File: src/rtl/core/svh_ram.sv
`timescale 1ns / 1ps

module svh_ram #(
  parameter int WIDTH = 8,
  parameter int DEPTH = 16
) (
  input  logic                     clk_i,
  input  logic                     we_i,
  input  logic [$clog2(DEPTH)-1:0] waddr_i,
  input  logic [WIDTH-1:0]         wdata_i,
  input  logic [$clog2(DEPTH)-1:0] raddr_i,
  output logic [WIDTH-1:0]         rdata_o
);

  logic [WIDTH-1:0] mem_q [DEPTH];

  always_ff @(posedge clk_i) begin
    if (we_i) begin
      mem_q[waddr_i] <= wdata_i;
    end
    rdata_o <= mem_q[raddr_i];
  end

endmodule

File: config.mk
export PLATFORM = sky130hd
export DESIGN_NAME = svh_ram
export DESIGN_NICKNAME = d
export VERILOG_FILES = /design/src/rtl/core/svh_ram.sv
export SDC_FILE = /design/constraint.sdc
export NUM_CORES = 1
export LEC_CHECK = 0
export BUFFER_PORTS_ARGS = -buffer_cell sky130_fd_sc_hd__buf_2
export CORE_MARGIN = 4
export CORE_UTILIZATION = 54
export CTS_CLUSTER_SIZE = 14
export DETAILED_ROUTE_END_ITERATION = 12
export HOLD_SLACK_MARGIN = 0.08
export PLACE_DENSITY = 0.74
export RECOVER_POWER = 100
export SYNTH_ARGS = -nofsm -noshare
export SYNTH_HDL_FRONTEND = slang
export SYNTH_SLANG_ARGS = --single-unit
File: constraint.sdc
create_clock -name clk_i -period 1.6 [get_ports clk_i]
set_input_delay 0.08 -clock clk_i [delete_from_list [all_inputs] [get_ports clk_i]]
set_output_delay 0.08 -clock clk_i [all_outputs]
set_load 0.02 [all_outputs]
Word level (Yosys, flattened, before mapping)
Memory sizes are Yosys's and may differ from the RTL's. A register that Yosys moved wholly into a read port is not among the register bits.
Index checks and enable logic that the tools add are counted.
- muxes and demuxes: 2
- operators with widths (cell ; number):
    1-bit two-way mux ; 2
- bits in registers: 0
- bits in writable memories: 128
- bits of input ports: 18
- word-level logic and storage cells: 3
- memories kept: 1
- memories (memory ; words ; width ; rd ports ; clocked after Yosys merged registers in ; write ports ; RTL line ; source):
    mem_q ; 16 ; 8 ; 1 ; 1 ; 1 ; 15 ; logic [WIDTH-1:0] mem_q [DEPTH];

Depth between registers and ports, before layout
- word-level depth: 2
- mapped depth: 5

Least setup slack after synthesis
No wires, ideal clock.
- kind: input to register
- from: in waddr_i[2]
- to: mem mem_q[0][0] (enable)
- setup time: 0.383 ns
- data arrival time: 1.190 ns
- data required time: 1.217 ns
- setup slack: 0.027 ns
- stages on the path: 2
- buffers on the path: 0
- cells stage by stage: or3b_2 > nor3_1
- RTL lines (item ; RTL line ; source):
    start: declaration ; 9 ; input logic [$clog2(DEPTH)-1:0] waddr_i,
    end: declaration ; 15 ;
Straight into the memory's write port.

==> flow_metrics.py <==
metrics = {
    "run_status": {
        "status": "finished, final reports clean",
    },
    "global_routing": {
        "met1_usage_pct": 24.1,
        "grt_max_degree": 33,
        "met2_usage_pct": 30.1,
        "grt-ovfl-total": 0,
        "met3_usage_pct": 5.76,
        "grt.busiest_layer": "met2",
        "grt_pass1_vias": 2622,
        "grt_usage_pct": 18.4,
        "grt_pass1_wl_um": 14700,
        "antenna_found_initial": 0,
    },
    "die": {
        "die_h_um": 106,
        "die_w_um": 106,
        "core-area_mm2": 0.00924,
        "rows": 35,
        "fp.dieArea_mm2": 0.0112,
        "start_util_pct": 55.7,
        "ios": 26,
    },
    "job": {
        "cap_violations": 0,
    },
    "place": {
        "placed_cell_area_mm2": 0.00554,
        "gp_congestion": 0.748,
        "dpl_worst_slack_ns": 0.0957,
        "place_inst": 394,
        "dp_hpwl_um": 5900,
        "port_buffers": 25,
    },
    "cts": {
        "root_buffer": "clkbuf_8",
        "cts-htree-levels": 4,
        "clk_latency_ns": 0.52,
        "cts_buffers": 17,
        "cts_tree": "yes",
        "cts_sinks": 136,
        "path_clk_slew_ns": 0.06,
        "cts_buffer_depth": 2,
        "post_cts_buffers": 0,
    },
    "pwr": {
        "ir_worst_vdd_uv": 854,
        "powerDensity_mw_per_mm2": 1350,
        "finalPower_mw": 8.27,
        "power.leakage_nw": 2.01,
    },
    "routing": {
        "routed-via-count": 2436,
        "wire_per_inst_um": 21.8,
        "wirelength_um": 9460,
        "vias_per_cell": 5.63,
        "remaining_drc_errors": 0,
        "detail-route-antenna-nets": 0,
        "drtIter0Drc": 114,
        "dr.pass1.iters": 5,
    },
    "synthesis": {
        "yosys_warnings": 0,
        "synth_top_family_by_area": "multiplexers",
        "synthMuxAreaShare_pct": 15.0,
        "synth-seq-area-share_pct": 77.8,
        "synth-xor-area-share_pct": 0,
        "syn_nets": 247,
        "synth_compound_area_share_pct": 2.33,
        "syn_area_mm2": 0.00515,
        "yosysUniqueCellTypes": 19,
        "ys_ff_latch": 136,
        "synth.avg_cell_area_um2": 22.5,
        "synth_simple_gate_area_share_pct": 3.18,
        "netlist_instances": 229,
        "synthAdderAreaFrac_pct": 0,
    },
    "critical_path": {
        "worstSetupPathType": "reg -> reg",
        "rrSetupSlack_ns": 0.19,
        "path_depth": 3,
        "worst_r2r_path_depth": 3,
        "cp.required_ns": 1.99,
        "end_kind": "flip-flop",
        "crit_slowest_cell": "mux4_1",
        "crit_fanout": 1,
        "max_stage_delay_ns": 0.52,
        "path_buf_inv": 0,
        "critPathLaunchType": "flip-flop",
        "crit_family": "multiplexers",
        "path_cells": "mux4_1 > a22oi_1 > nand2_1",
        "cp.arrival_ns": 1.80,
    },
    "sta": {
        "final-hold-violation-count": 0,
        "slew_headroom_pct": 54.0,
        "grt_setup_unrepaired": "no",
        "maxSlewViolCount": 0,
        "worstMarginPinSlew_ns": 0.690,
        "fin_worst_skew_ns": 0.0112,
        "final-setup-viol-count": 0,
        "fin_crit_sh_pct": 88.0,
        "finalSetupTns_ns": 0,
        "whs_ns": 0.121,
        "max_freq_ghz": 0.710,
        "layout_setup_ws_ns": 0.192,
        "fin_crit_ns": 1.41,
    },
    "layout": {
        "final_cell_mix": "edfxtp_1, clkbuf_1, mux4_2, a22oi_1, clkbuf_16",
        "fillCellCount": 612,
        "finalNonFillerCells": 433,
        "finalNetCount": 310,
        "final_common_cell": "edfxtp_1",
        "antenna_cells": 0,
        "drive_gt1_share_pct": 18.8,
        "postLayoutCellArea_mm2": 0.00614,
        "postLayoutCoreUtil_pct": 66.4,
        "areaGrowthSynthToFinish_pct": 19.2,
    },
    "min_path": {
        "whs_path_depth": 5,
        "min_path_type": "in -> reg",
    },
}
layout make-up:
cell class | instances | area (um^2) | area share, %
multi-input combinational | 83 | 1060 | 17.2
clock buffer | 18 | 418 | 6.81
sequential | 136 | 4000 | 65.3
tap | 129 | 161 | 2.63
clock inverter | 13 | 180 | 2.94
timing repair buffer | 54 | 315 | 5.14
sequential cells by signal (all words and copies together), names as in the netlist:
signal,flops
mem_q,128
rdata_o,8
layer usage:
metal  share of wire, %  vias up  routed length [um]
met5                  0        -                   0
met4               0.90        0                  85
met3                6.7        7                 630
met2                 52       91                4930
met1                 40     1240                3810
li1                   -     1098                   -
Yosys cell counts, drive strengths merged:
library cell	instances	share of area, %
edfxtp	128	75
mux4	32	15
a22oi	16	2.3
nor2	13	0.95
nand2	9	0.66
dfxtp	8	3.1
buf	7	1.1
nor3	4	0.39
clkdlybuf4s25	3	0.58
nand2b	2	0.24
nand3b	2	0.29
and2	1	0.12
and2b	1	0.15
nand3	1	0.097
nor2b	1	0.12
or3b	1	0.17
worst reg2reg max path: stages (launching register included):
cell	delay, ns
edfxtp_1	0.39
mux4_1	0.52
a22oi_1	0.27
nand2_1	0.10
where the power goes:
| group | total, mW | internal [mW] | switching (mW) | leakage (nW) |
|---|---|---|---|---|
| sequential | 4.02 | 3.99 | 0.0293 | 1.22 |
| combinational | 0.392 | 0.163 | 0.228 | 0.503 |
| clock | 3.87 | 2.51 | 1.36 | 0.278 |
timing repair:
action                     in CTS  in global routing
hold buffers                    8                  0
hold endpoints to repair      128                  0
setup endpoints to repair       0                  0
gates resized for setup         0                  0
cells by family after synthesis:
| group | after synthesis |
|---|---|
| muxes | 32 |
| buffers and inverters | 10 |
| and+or+nand+nor | 35 |
| AOI/OAI and AO/OA | 16 |
| DFF | 136 |
final timing paths:
path	start	to
worst max-delay path	mem_q[1][2]	rdata_o[2]
worst min-delay path	raddr_i[3]	rdata_o[3]
worst max register to register	mem_q[1][2]	rdata_o[2]
worst min register to register	mem_q[7][3]	rdata_o[3]
(Power assumes the default switching activity.)
